**config.mk**
```make
export PLATFORM = sky130hd
export DESIGN_NAME = fcb_corner_stage
export DESIGN_NICKNAME = d
export VERILOG_FILES = /design/src/design/fcb_pkg.sv /design/src/design/fcb_corner_stage.sv
export SDC_FILE = /design/constraint.sdc
export NUM_CORES = 1
export LEC_CHECK = 0
export BUFFER_PORTS_ARGS = -buffer_cell sky130_fd_sc_hd__buf_2
export CAP_MARGIN = 40
export CORE_ASPECT_RATIO = 0.5
export CORE_MARGIN = 2
export CORE_UTILIZATION = 49
export DETAILED_ROUTE_END_ITERATION = 10
export GPL_ROUTABILITY_DRIVEN = 0
export MAX_ROUTING_LAYER = met4
export PLACE_DENSITY = 0.76
export SLEW_MARGIN = 20
export SYNTH_ARGS = -nofsm -noshare
export SYNTH_HDL_FRONTEND = slang
export SYNTH_SLANG_ARGS = --single-unit
```
**constraint.sdc**
```tcl
create_clock -name clk_i -period 4.84 [get_ports clk_i]
set_clock_uncertainty 0.05 [all_clocks]
set_input_delay 0.484 -clock clk_i [delete_from_list [all_inputs] [get_ports clk_i]]
set_output_delay 0.484 -clock clk_i [all_outputs]
set_load 0.005 [all_outputs]
```
**src/design/fcb_pkg.sv**
```systemverilog
// ----------------------------------------------------------------------------
// fcb_pkg
// Shared types and constants of the frustum cull block.
// ----------------------------------------------------------------------------
package fcb_pkg;

  localparam int COEF_W    = 17;  // sum of two Q4.12 entries
  localparam int ENTRY_W   = 16;
  localparam int ROW_W     = 64;
  localparam int RADIUS_W  = 16;
  localparam int CFG_IDX_W = 3;
  localparam int NUM_PLANE = 6;
  localparam int POS_FRAC  = 8;   // d term is scaled by 2^8 to match Q.20

  typedef enum logic [2:0] {
    PLANE_LEFT   = 3'd0,
    PLANE_RIGHT  = 3'd1,
    PLANE_BOTTOM = 3'd2,
    PLANE_TOP    = 3'd3,
    PLANE_NEAR   = 3'd4,
    PLANE_FAR    = 3'd5,
    PLANE_NONE   = 3'd6
  } plane_e;

  typedef enum logic [CFG_IDX_W-1:0] {
    REG_ROW_ZERO  = 3'd0,
    REG_ROW_ONE   = 3'd1,
    REG_ROW_TWO   = 3'd2,
    REG_ROW_THREE = 3'd3,
    REG_RADIUS    = 3'd4
  } cfg_reg_e;

  localparam logic [ROW_W-1:0]    ROW_ZERO_RST  = 64'h0000_0000_0000_1000;
  localparam logic [ROW_W-1:0]    ROW_ONE_RST   = 64'h0000_0000_1000_0000;
  localparam logic [ROW_W-1:0]    ROW_TWO_RST   = 64'h0000_1000_0000_0000;
  localparam logic [ROW_W-1:0]    ROW_THREE_RST = 64'h1000_0000_0000_0000;
  localparam logic [RADIUS_W-1:0] RADIUS_RST    = 16'd384;

  // Control that travels along the cell chain with each request
  typedef struct packed {
    logic   valid;
    plane_e reject;
  } cell_ctl_t;

endpackage

```
**src/design/fcb_corner_stage.sv**
```systemverilog
// ----------------------------------------------------------------------------
// fcb_corner_stage
// Registers a request and forms the min and max box corners per axis.
// ----------------------------------------------------------------------------
module fcb_corner_stage #(
  parameter int ID_WIDTH    = 16,
  parameter int COORD_WIDTH = 24,
  parameter int CW          = 26
) (
  input  logic                          clk_i,
  input  logic                          rst_ni,
  input  logic                          up_valid_i,
  output logic                          up_ready_o,
  input  logic        [ID_WIDTH-1:0]    id_i,
  input  logic signed [COORD_WIDTH-1:0] pos_i [3],
  input  logic        [15:0]            radius_i,
  output fcb_pkg::cell_ctl_t            dn_ctl_o,
  input  logic                          dn_ready_i,
  output logic        [ID_WIDTH-1:0]    id_o,
  output logic signed [CW-1:0]          lo_o [3],
  output logic signed [CW-1:0]          hi_o [3]
);
  import fcb_pkg::*;

  logic                valid_q;
  logic [ID_WIDTH-1:0] id_q;
  logic signed [CW-1:0] lo_q [3];
  logic signed [CW-1:0] hi_q [3];
  logic signed [CW-1:0] lo_d [3];
  logic signed [CW-1:0] hi_d [3];
  logic signed [CW-1:0] rad_ext;
  logic                 load;

  assign up_ready_o = !valid_q || dn_ready_i;
  assign load       = up_valid_i && up_ready_o;
  assign rad_ext    = $signed({{(CW-RADIUS_W){1'b0}}, radius_i});

  always_comb begin
    for (int k = 0; k < 3; k++) begin
      lo_d[k] = CW'(pos_i[k]) - rad_ext;
      hi_d[k] = CW'(pos_i[k]) + rad_ext;
    end
  end

  always_ff @(posedge clk_i or negedge rst_ni) begin
    if (!rst_ni) begin
      valid_q <= 1'b0;
    end else if (up_ready_o) begin
      valid_q <= up_valid_i;
    end
  end

  always_ff @(posedge clk_i) begin
    if (load) begin
      id_q <= id_i;
      lo_q <= lo_d;
      hi_q <= hi_d;
    end
  end

  assign dn_ctl_o.valid  = valid_q;
  assign dn_ctl_o.reject = PLANE_NONE;
  assign id_o            = id_q;
  assign lo_o            = lo_q;
  assign hi_o            = hi_q;

endmodule

```
# Word-level counts from Yosys, hierarchy flattened
# Cells that the tools add are included.
word_totals:
  register_bits: 173
  input_bits: 108
  word_cells: 17
op_classes:
  addsub: 6
  reduce_logical: 3
ops:
  columns: ["op", "count"]
  rows:
  - ["$add A24 B17 Y25", 3]
  - ["$sub A24 B17 Y25", 3]
  - ["$logic_and A1 B1 Y1", 1]
  - ["$logic_not A1 Y1", 1]
  - ["$logic_or A1 B1 Y1", 1]

# Depth between registers and ports, before layout
logic_depth:
  ltp_word: 3
  depth_mapped: 10
  ltp_nobuf: 10

# Least setup slack after synthesis
# No wires, ideal clock.
synth_path:
  path_kind: "input to register"
  start: "in dn_ready_i"
  end: "reg hi_q, in the netlist hi_o[10] (enable)"
  setup_ps: 543
  arrival_time_ps: 4381
  required_time_ps: 4247
  setup_slack_ps: -134
  stages: 2
  path_cell_list: "nand2b_1 > and2_1"
synth_via:
  elab_chain_len: 2
synth_lines:
  columns: ["item", "line_no", "text"]
  rows:
  - ["start, declared", "fcb_corner_stage.sv:18", "input logic dn_ready_i,"]
  - ["$logic_or A1 B1 Y1", "fcb_corner_stage.sv:34", "assign up_ready_o = !valid_q || dn_ready_i;"]
  - ["$logic_and A1 B1 Y1", "fcb_corner_stage.sv:35", "assign load = up_valid_i && up_ready_o;"]
  - ["net load", "fcb_corner_stage.sv:32", "logic load;"]
  - ["end signal, assigned", "fcb_corner_stage.sv:57", "hi_q <= hi_d;"]
  - ["end, declared", "fcb_corner_stage.sv:28", "logic signed [CW-1:0] hi_q [3];"]
# The timed path passes the listed nets, and every way through them passes these cells.
# A chain may end at the register's enable or synchronous reset.

==> reports/metrics.yaml <==
global_routing:
  grt_pass1_vias: 8447
  gr-total-overflow: 0
  antenna_found_initial: 6
  grt_max_degree: 58
  grt_pass1_wl_um: 46270
  track_usage: 0.2642
floorplan:
  die_x_um: 214.8
  die-area_um2: 23490
  num_io_pins: 285
  initial_core_util: 0.5009
  rows: 38
  core_area_um2: 21730
  fp.dieH_um: 109.4
sta:
  period_share: 0.5977
  setup-tns-final_ns: 0
  setup_violations: 0
  drv_slew: 0
  fin_crit_ns: 2.893
  fmax_mhz: 345.7
  slew_headroom: 0.5620
  final_hold_viol_count: 0
  final.setup.worst_slack_ns: 1.947
  rsz0062_at_grt: "false"
  worst_pin_slew_ns: 0.6514
detailed_routing:
  routedWlPerCell_um: 19.29
  drt_iter0_drc: 857
  detail-route-antenna-nets: 0
  vias_per_cell: 5.666
  drt-total-wl_um: 30810
  via_count: 9049
  drcViolationCount: 0
  drt_pass1_iterations: 7
critical_path:
  cp_num_cells: 10
  regToRegStartpoint: "valid_q$_DFFE_PN0N_"
  cpPeakStageDelay_ns: 0.48
  path_class: "primary input to register"
  critical_path_buf_inv_count: 1
  r2r_cells: 4
  arrival_ns: 3.01
  cp_cell_sequence: "buf_2 > ha_1 > fa_1 > nand2b_1 > a221oi_1 > o311ai_0 > a21oi_1 > nor3_1 > mux2i_1 > nand2_1"
  crit_required_ns: 4.96
  crit_family: "compound AO/OA/AOI/OAI gates"
  endpoint_kind: "register"
  critPathLaunchType: "primary input"
  crit_start: "radius_i[0]"
  crit_fanout: 6
  slowest_stage: "nor3_1"
clocking:
  cts_buffers: 17
  insertion_delay_ns: 0.43
  cts.sinks: 164
  clkTransAtPathRegs_ns: 0.07
  ctsHtreeMaxLevel: 4
  cts-root-buf: "clkbuf_16"
  clk_path_buf_depth: 2
  cts_tree: "built"
power:
  p_per_area_nw_per_um2: 325.1
  pwr-share-comb: 0.242
  seq_power_share: 0.421
  power.leakage_nw: 5.563
  irDropWorstVdd_mv: 0.2261
  pwr-share-clk: 0.337
  p_switching_mw: 1.235
  internal-power_mw: 3.026
  switching_share: 0.2899
cells_and_area:
  area_delta_synth_final_pct: 20.43
  instances_no_fill: 1597
  nets: 1488
  drive_above_1_share: 0.2641
place:
  dp_cells: 1558
  dp_slack_ns: 1.571
  place_hpwl_um: 23630
  port_buffers: 281
logic_synthesis:
  ys.flop_type: "edfxtp_1"
  seq_area_frac_synth: 0.4520
  synthArstFlopShare: 0.006098
  post_synth.cell_area_avg_um2: 10.63
  synthCells: 1024
  synth.distinct_cells: 73
  yosysWarnings: 0
  synth_seq_cells: 164
  synthesis.area_um2: 10880
  synth_edf_count: 163
job:
  cap_viol_max_count: 0
min_path:
  hold_path_class: "primary input to register"
  hold_path.startpoint: "id_i[4]"
  holdPathStages: 1
run_status:
  outcome: "finished clean"
-- metrics by stage --
step	util	power (mW)	instance area, um2	hold WS (ns)
5_1_grt	0.6032	4.441	13110	0.1543
6_report	0.6032	4.261	13110	0.1690
3_3_place_gp	0.5722	2.802	12430	0.2080
2_1_floorplan	-	2.453	10890	0.1384
3_5_place_dp	0.5735	2.831	12460	0.2101
4_1_cts	0.6026	4.272	13090	0.1536
-- path summary, 6_finish.rpt --
path / endpoint / slack (ns)
min in group asynchronous: valid_q$_DFFE_PN0N_ / 0.30
hold reg to reg: valid_q$_DFFE_PN0N_ / 0.49
max in group asynchronous: valid_q$_DFFE_PN0N_ / 4.36
setup / recovery: hi_o[66]$_DFFE_PP_ / 1.95
setup reg to reg: lo_o[53]$_DFFE_PP_ / 2.91
hold / removal: id_o[4]$_DFFE_PP_ / 0.17
-- registers in the layout (all words and copies together), names as in the netlist --
signal   cells
valid_q      1
id_o        16
hi_o        73
lo_o        74
-- cell usage after synthesis (3+ instances only) --
library cell	instances	area, um2
nand4_1	6	37.54
a221oi_1	4	35.03
xnor2_1	86	753.2
ha_1	96	1201
fa_1	6	120.1
o21a_1	14	105.1
a211oi_1	5	37.54
a21o_1	20	150.1
nor4_1	9	56.30
a21bo_2	3	30.03
a2111o_1	4	45.04
nand2b_1	19	118.9
o21ai_0	38	190.2
and2_1	7	43.79
nand3_1	12	60.06
or2_2	3	18.77
nand2_1	42	157.7
a31oi_1	9	56.30
o211ai_1	9	67.56
o31a_1	9	78.83
o311ai_0	6	52.55
inv_1	72	270.3
o21bai_1	14	105.1
nor3_1	29	145.1
buf_4	13	97.59
buf_2	5	25.02
and3_1	12	75.07
xor2_1	32	280.3
nor3b_1	5	37.54
nor2_1	72	270.3
nor2b_1	14	87.58
edfxtp_1	163	4895
clkbuf_1	31	116.4
o31ai_1	13	97.59
a21oi_1	83	415.4
or3_1	9	56.30
-- logic make-up after synthesis --
family                     count (synthesis)  synth area share
AOI/OAI and AO/OA                        260            0.1609
xor gates and xnor gates                 118           0.09495
adders and majority gates                102            0.1214
buffers and inverters                    125           0.04955
DFF                                      164            0.4520
muxes                                      2          0.001839
other                                      2         0.0006900
and+or+nand+nor                          251            0.1186
-- area by class of cell --
cell class / instances / area [um2]
diodes: 6 / 15.01
inverters: 72 / 270.3
multi-input cells: 736 / 5431
repair buffers: 287 / 1474
well taps: 300 / 375.4
fillers: 1843 / 8621
clock inverters: 11 / 151.4
flip-flops and latches: 164 / 4920
clock buffers: 21 / 470.5
-- routing by layer --
metal | GRT usage | wire length, um | up-vias
li1 | - | - | 4204
met1 | 0.3365 | 13320 | 4328
met2 | 0.4115 | 14170 | 444
met3 | 0.05588 | 2301 | 73
met4 | 0.1190 | 1015 | 0
met5 | - | 0 | -
-- power groups by stage --
| stage | sequential, mW | clock [mW] | combinational (mW) |
|---|---|---|---|
| 6_report | 1.79 | 1.44 | 1.03 |
| 2_1_floorplan | 1.84 | 0 | 0.618 |
| 5_1_grt | 1.80 | 1.51 | 1.12 |
| 3_3_place_gp | 1.82 | 0 | 0.980 |
| 3_5_place_dp | 1.82 | 0 | 1.01 |
| 4_1_cts | 1.79 | 1.46 | 1.02 |
-- layout by cell type (no fill, tap or decap), types with 17 or more instances in the layout --
cell type    n
xnor2_1     86
ha_1        96
inv_1       72
clkbuf_16   17
buf_2      281
a21oi_1     83
o21ai_0     38
a21o_1      20
xor2_1      32
nand2b_1    19
nand2_1     42
nor2_1      72
nor3_1      29
edfxtp_1   163
-- repair_timing --
item                                   CTS  global route
buffers inserted                         0             0
endpoints found under the hold margin    1             0
hold buffers                             1             0
gates resized for setup                  0             0
No activity file was read; power rests on OpenSTA's default activity.
