==> src/design/fcb_pkg.sv <==
// ----------------------------------------------------------------------------
// fcb_pkg
// Shared types and constants of the frustum cull block.
// ----------------------------------------------------------------------------
package fcb_pkg;

  localparam int COEF_W    = 17;  // sum of two Q4.12 entries
  localparam int ENTRY_W   = 16;
  localparam int ROW_W     = 64;
  localparam int RADIUS_W  = 16;
  localparam int CFG_IDX_W = 3;
  localparam int NUM_PLANE = 6;
  localparam int POS_FRAC  = 8;   // d term is scaled by 2^8 to match Q.20

  typedef enum logic [2:0] {
    PLANE_LEFT   = 3'd0,
    PLANE_RIGHT  = 3'd1,
    PLANE_BOTTOM = 3'd2,
    PLANE_TOP    = 3'd3,
    PLANE_NEAR   = 3'd4,
    PLANE_FAR    = 3'd5,
    PLANE_NONE   = 3'd6
  } plane_e;

  typedef enum logic [CFG_IDX_W-1:0] {
    REG_ROW_ZERO  = 3'd0,
    REG_ROW_ONE   = 3'd1,
    REG_ROW_TWO   = 3'd2,
    REG_ROW_THREE = 3'd3,
    REG_RADIUS    = 3'd4
  } cfg_reg_e;

  localparam logic [ROW_W-1:0]    ROW_ZERO_RST  = 64'h0000_0000_0000_1000;
  localparam logic [ROW_W-1:0]    ROW_ONE_RST   = 64'h0000_0000_1000_0000;
  localparam logic [ROW_W-1:0]    ROW_TWO_RST   = 64'h0000_1000_0000_0000;
  localparam logic [ROW_W-1:0]    ROW_THREE_RST = 64'h1000_0000_0000_0000;
  localparam logic [RADIUS_W-1:0] RADIUS_RST    = 16'd384;

  // Control that travels along the cell chain with each request
  typedef struct packed {
    logic   valid;
    plane_e reject;
  } cell_ctl_t;

endpackage

==> src/design/fcb_plane_cell.sv <==
// ----------------------------------------------------------------------------
// fcb_plane_cell
// One frustum plane: holds its coefficients, multiplies, sums and tests.
// ----------------------------------------------------------------------------
module fcb_plane_cell #(
  parameter int ID_WIDTH = 16,
  parameter int CW       = 26,
  parameter int PLANE    = 0
) (
  input  logic                       clk_i,
  input  logic                       rst_ni,
  input  logic [fcb_pkg::ROW_W-1:0]  row_i,
  input  logic [fcb_pkg::ROW_W-1:0]  base_i,
  input  fcb_pkg::cell_ctl_t         up_ctl_i,
  output logic                       up_ready_o,
  input  logic        [ID_WIDTH-1:0] id_i,
  input  logic signed [CW-1:0]       lo_i [3],
  input  logic signed [CW-1:0]       hi_i [3],
  output fcb_pkg::cell_ctl_t         dn_ctl_o,
  input  logic                       dn_ready_i,
  output logic        [ID_WIDTH-1:0] id_o,
  output logic signed [CW-1:0]       lo_o [3],
  output logic signed [CW-1:0]       hi_o [3]
);
  import fcb_pkg::*;

  localparam int PW = COEF_W + CW;
  localparam int SW = PW + 2;
  localparam logic SUBTRACT = (PLANE % 2) == 1;
  localparam plane_e MY_PLANE = plane_e'(PLANE);

  // plane coefficients, refreshed from the matrix every cycle
  logic signed [COEF_W-1:0] coef_q [4];
  logic signed [COEF_W-1:0] coef_d [4];

  // stage A: products
  cell_ctl_t            a_ctl_q;
  logic [ID_WIDTH-1:0]  a_id_q;
  logic signed [CW-1:0] a_lo_q [3];
  logic signed [CW-1:0] a_hi_q [3];
  logic signed [PW-1:0] prod_q [4];
  logic signed [PW-1:0] prod_d [4];
  logic                 a_ready;

  // stage B: plane verdict
  cell_ctl_t            b_ctl_q;
  cell_ctl_t            b_ctl_d;
  logic [ID_WIDTH-1:0]  b_id_q;
  logic signed [CW-1:0] b_lo_q [3];
  logic signed [CW-1:0] b_hi_q [3];
  logic signed [SW-1:0] sum;
  logic                 b_ready;

  always_comb begin
    logic signed [ENTRY_W-1:0] e_base;
    logic signed [ENTRY_W-1:0] e_row;
    for (int k = 0; k < 4; k++) begin
      e_base = $signed(base_i[ENTRY_W*k +: ENTRY_W]);
      e_row  = $signed(row_i[ENTRY_W*k +: ENTRY_W]);
      if (SUBTRACT) begin
        coef_d[k] = COEF_W'(e_base) - COEF_W'(e_row);
      end else begin
        coef_d[k] = COEF_W'(e_base) + COEF_W'(e_row);
      end
    end
  end

  always_ff @(posedge clk_i) begin
    coef_q <= coef_d;
  end

  // most-positive corner: max where the coefficient is strictly positive
  always_comb begin
    logic signed [CW-1:0] corner;
    for (int k = 0; k < 3; k++) begin
      corner = (!coef_q[k][COEF_W-1] && (coef_q[k] != '0)) ? hi_i[k] : lo_i[k];
      prod_d[k] = PW'(coef_q[k]) * PW'(corner);
    end
    prod_d[3] = $signed({{(PW-COEF_W-POS_FRAC){coef_q[3][COEF_W-1]}}, coef_q[3],
                         {POS_FRAC{1'b0}}});
  end

  assign b_ready    = !b_ctl_q.valid || dn_ready_i;
  assign a_ready    = !a_ctl_q.valid || b_ready;
  assign up_ready_o = a_ready;

  always_ff @(posedge clk_i or negedge rst_ni) begin
    if (!rst_ni) begin
      a_ctl_q <= '{valid: 1'b0, reject: PLANE_NONE};
    end else if (a_ready) begin
      a_ctl_q.valid <= up_ctl_i.valid;
      if (up_ctl_i.valid) begin
        a_ctl_q.reject <= up_ctl_i.reject;
      end
    end
  end

  always_ff @(posedge clk_i) begin
    if (a_ready && up_ctl_i.valid) begin
      a_id_q <= id_i;
      a_lo_q <= lo_i;
      a_hi_q <= hi_i;
      prod_q <= prod_d;
    end
  end

  assign sum = SW'(prod_q[0]) + SW'(prod_q[1]) + SW'(prod_q[2]) + SW'(prod_q[3]);

  always_comb begin
    b_ctl_d = a_ctl_q;
    if (a_ctl_q.reject == PLANE_NONE && sum[SW-1]) begin
      b_ctl_d.reject = MY_PLANE;
    end
  end

  always_ff @(posedge clk_i or negedge rst_ni) begin
    if (!rst_ni) begin
      b_ctl_q <= '{valid: 1'b0, reject: PLANE_NONE};
    end else if (b_ready) begin
      b_ctl_q.valid <= a_ctl_q.valid;
      if (a_ctl_q.valid) begin
        b_ctl_q.reject <= b_ctl_d.reject;
      end
    end
  end

  always_ff @(posedge clk_i) begin
    if (b_ready && a_ctl_q.valid) begin
      b_id_q <= a_id_q;
      b_lo_q <= a_lo_q;
      b_hi_q <= a_hi_q;
    end
  end

  assign dn_ctl_o = b_ctl_q;
  assign id_o     = b_id_q;
  assign lo_o     = b_lo_q;
  assign hi_o     = b_hi_q;

endmodule
==> config.mk <==
export PLATFORM = sky130hd
export DESIGN_NAME = fcb_plane_cell
export DESIGN_NICKNAME = d
export VERILOG_FILES = /design/src/design/fcb_pkg.sv /design/src/design/fcb_plane_cell.sv
export SDC_FILE = /design/constraint.sdc
export NUM_CORES = 2
export LEC_CHECK = 0
export ABC_AREA = 1
export BUFFER_PORTS_ARGS = -buffer_cell sky130_fd_sc_hd__clkbuf_2
export CAP_MARGIN = 40
export CORE_UTILIZATION = 55
export CTS_CLUSTER_SIZE = 8
export DETAILED_ROUTE_END_ITERATION = 7
export HOLD_SLACK_MARGIN = 0.08
export MAX_ROUTING_LAYER = met4
export PLACE_DENSITY = 0.76
export SYNTH_ARGS = -nofsm -noshare
export SYNTH_HDL_FRONTEND = slang
export SYNTH_SLANG_ARGS = --single-unit
==> constraint.sdc <==
create_clock -name clk_i -period 13.3 [get_ports clk_i]
set_input_delay 2.66 -clock clk_i [delete_from_list [all_inputs] [get_ports clk_i]]
set_output_delay 2.66 -clock clk_i [all_outputs]
set_load 0.02 [all_outputs]
# Word-level counts from Yosys, hierarchy flattened
# Cells that the tools add are included.
# word_totals
output_inout_bits	177
word_cells	59
reg_bits	566
input_bits	307
# classes
multipliers	3
n_reduce_logical	18
n_eq_ne	1
n_mux	4
addsub	7
# op_table
op	count
$mul A17 B26 Y43	3
$mux W26	3
$add A16 B16 Y17	4
$reduce_bool A17 Y1	3
$add A44 B43 Y45	1
$add A45 B25 Y45	1
$add A43 B43 Y44	1
$logic_and A1 B1 Y1	6
$logic_not A1 Y1	5
$reduce_and A2 Y1	2
$eq A3 B3 Y1 const B	1
$mux W3	1
$logic_or A1 B1 Y1	2

# Longest topological paths before layout
# logic_depth
depth_word	5
mapped_depth	35
ltp_nobuf	31

# Least setup slack after synthesis
# Ideal clock, no wire load.
# synth_timing
kind	input port to flip-flop
from	in dn_ready_i
to	reg a_ctl_q[0] (netlist name)
n_path_buf	0
stages	5
setup_slack_ps	3376
setup_ps	438
t_required_ps	12862
t_arrival_ps	9485
cell_sequence	inv_1 -> nand3_1 -> nand2_1 -> inv_1 -> o21ai_0
# synth_via
elab_chain_cells	3
# synth_lines
item	line	source
start: declaration	fcb_plane_cell.sv:20	input logic dn_ready_i,
$logic_or A1 B1 Y1	fcb_plane_cell.sv:83	assign b_ready = !b_ctl_q.valid || dn_ready_i;
$logic_or A1 B1 Y1	fcb_plane_cell.sv:84	assign a_ready = !a_ctl_q.valid || b_ready;
via up_ready_o	fcb_plane_cell.sv:15	output logic up_ready_o,
$reduce_and A2 Y1 (no line)	-	
end signal: assignment	fcb_plane_cell.sv:89	a_ctl_q <= '{valid: 1'b0, reject: PLANE_NONE};
end: declaration	fcb_plane_cell.sv:37	cell_ctl_t a_ctl_q;
# The timed path passes the listed nets, and every way through them passes these cells.
# A chain may end at the register's enable or synchronous reset.

==> summary.md <==
| Metric | Value |
|---|---|
| Status | `finished clean` |
| EDFF count, synth | `490` |
| WL final | `194000 um` |
| Die footprint | `130000 um^2` |
| Synth top area cells | `fa_1 (39%), edfxtp_1 (21%), inv_1 (9.1%)` |
| Drt pass-1 iters | `6` |
| Routed WL per cell | `20.2 um` |
| Arr. time, crit path | `9.69 ns` |
| Core Rows | `about 130` |
| Fin crit share | `0.692` |
| Post-synth ARST share | `0.0141` |
| RSZ-0062 raised after global routing | `false` |
| Cts hold-fix bufs | `0` |
| Initial antenna violation count | `4` |
| Detailed placement HPWL | `between 150000 and 200000 um` |
| Syn Inst Count | `about 7400` |
| Min cycle time layout | `9.21 ns` |
| Vias per inst | `5.44` |
| CP delay by family, top | `adder cells` |
| CP required | `about 14 ns` |
| CTS clock-pin slew for the worst setup and hold paths | `0.05 ns` |
| Least-Margin Pin Slew | `between 0.9 and 1 ns` |
| FF-to-FF path depth | `23` |
| Critical path type | `reg2reg` |
| Tightest Hold Check Type | `reg2reg` |
| Slew headroom | `0.392` |
| CP Launch Type | `flop` |
| Inserted Clock Buffers | `84` |
| Syn Area/Cell | `9.53 um^2` |
| Setup slack, reg-to-reg | `about 4.1 ns` |
| Final setup violation count | `0` |
| Hold path start | `a_hi_q[40]$_DFFE_PP_` |
| CP Cell Sequence | `inv_1 > nand2_2 > buf_4 > o21ai_1 > inv_1 > nand2_1 > fa_1 > inv_1 > fa_1 > fa_1 > inv_1 > fa_1 > inv_1 > fa_1 > fa_1 > ha_1 > inv_1 > nor3_1 > inv_1 > nor3_1 > nand4_1 > nand4_1 > nand2_1` |
| CTS tree | `built` |
| Largest net degree at the start of global routing | `120` |
| Number of global-route vias before repair | `55803` |
| First-pass GRT wire length | `between 300000 and 400000 um` |
| Filler Cell Count | `10681` |
| Netlist Area Pre-Place | `70900 um^2` |
| Final slew viol count | `0` |
| Crit path top cell by count | `inv_1` |
| Synth-to-layout area growth | `9.73%` |
| Clk root buf | `clkbuf_16` |
| Placer Congestion | `slightly above 1` |
| Worst-skew pair later-pin latency | `0.73 ns` |
| Yosys warning total | `0` |
| Starting Density | `0.555` |
| Max clock buf depth | `3` |
| H-tree levels | `3` |
| Post-CTS sizing | `0` |
| Fmax | `~110 MHz` |
| Fraction of layout cells with a size suffix above 1 | `0.0966` |
| # IOs | `484` |
| Crit path max-delay cell type | `o21ai_1` |
| Sum Neg Setup Slack | `0 ns` |
| Slowest cell delay on critical path | `around 0.76 ns` |
| Post-CTS Setup Bufs | `0` |
| Gr ovfl total | `0` |
| Nets | `10012` |
| DRC | `0` |
| Final Hold Fails | `0` |
| Register area share after synthesis | `0.230` |
| Worst hold path cell count | `0` |
| R2R Path Start | `coef_q[33]$_DFF_P_` |
| Cell taking the most area after synthesis | `fa_1` |
| Core box area | `128000 um^2` |
| Max Cap Violations | `0` |
| Dominant synthesized flop cell | `edfxtp_1` |
| Antenna viol nets, final | `0` |
| First DRT Iteration DRCs | `4403` |
| Crit. End Element | `flop` |
| Via count | `52411` |
| RR Endpoint | `prod_q[84]$_DFFE_PP_` |
| Post-synthesis register bit count | `566` |
| Worst Hold End | `hi_o[40]$_DFFE_PP_` |
| Clk_skew | `0.0487 ns` |
| Die Height | `361 um` |
| Most frequent cell after synthesis | `inv_1` |
| Synth cell types | `46` |
| Die W | `361 um` |
| PortBufs | `483` |
| Most frequent cells after synthesis | `inv_1 (1716), fa_1 (1376), nand2_1 (1189)` |
| Clock sink count | `~570` |
| Top cell type's share of synthesized area | `0.389` |
| Crit-path max FO | `27` |
| CP bufs+invs | `8` |
| Syn_nets | `between 9000 and 10000` |
| Total track usage | `0.318` |
-- logic make-up (layout without fill, tap and decap cells) --
group,Yosys count,in the layout,share of synthesized area
and+or+nand+nor,2459,2459,0.137
buffers and inverters,1949,2480,0.108
adders and majority gates,1796,1796,0.463
DFF,566,566,0.230
AOI/OAI and AO/OA,492,492,0.0421
xor gates and xnor gates,174,174,0.0215
other,0,2,0
-- sequential cells by signal (all words and copies together) (netlist names) --
name	cells
dn_ctl_o	4
lo_o	78
hi_o	78
prod_q	146
id_o	16
a_ctl_q	4
coef_q	68
a_hi_q	78
a_lo_q	78
a_id_q	16
-- layout by cell type, fill, tap and decap left out, types with 20 or more instances in the layout --
cell type and n:
a21o_1 25, a21oi_1 190, a31oi_1 25, buf_4 69, clkbuf_1 45, clkbuf_16 85
clkbuf_2 483, clkinv_1 26, dfxtp_1 68, edfxtp_1 490, fa_1 1376, ha_1 420
inv_1 1714, nand2_1 1189, nand3_1 124, nand4_1 27, nor2_1 1023, nor3_1 40
o21ai_0 135, o21ai_2 34, o21bai_1 20, xnor2_1 47, xor2_1 127
-- cell type report --
class                           count  area, um^2  share of cell area
Multi-Input combinational cell   4921       47000               0.604
Sequential cell                   566       16300               0.209
Inverter                         1769        6690              0.0860
Timing Repair Buffer              567        3260              0.0419
Clock buffer                      132        2320              0.0299
Tap cell                         1662        2080              0.0267
Clock inverter                     12         166             0.00214
Antenna cell                        2        5.00           0.0000643
-- metal layers --
metal  wire length, um  GRT usage
met5                 0          -
met4              8090      0.123
met3             18000     0.0685
met2             90900      0.491
met1             77400      0.413
-- worst max path at each step --
stage / startpoint / endpoint / cells after the start
6_report: coef_q[33]$_DFF_P_ / prod_q[84]$_DFFE_PP_ / 23
5_1_grt: coef_q[33]$_DFF_P_ / prod_q[84]$_DFFE_PP_ / 23
4_1_cts: coef_q[33]$_DFF_P_ / prod_q[84]$_DFFE_PP_ / 23
3_5_place_dp: hi_i[25] / prod_q[84]$_DFFE_PP_ / 21
3_3_place_gp: hi_i[25] / prod_q[84]$_DFFE_PP_ / 21
2_1_floorplan: dn_ready_i / a_ctl_q[0]$_DFFE_PN0P_ / 5
-- per-stage QoR --
stage          instance area (um^2)  utilization  setup WS [ns]  hold slack (ns)  instances
2_1_floorplan                 70900            -           3.38            0.386       7436
3_5_place_dp                  75300        0.590           3.67            0.389       9485
4_1_cts                       77800        0.609           4.15            0.400       9629
3_3_place_gp                  75000        0.587           3.69            0.388       9469
5_1_grt                       77800        0.609           3.62            0.407       9631
6_report                      77800        0.609           4.09            0.396       9631
Power is left out: the tool's default activity adds up to more than one toggle a clock period on the data nets, which glitch-free logic cannot reach.
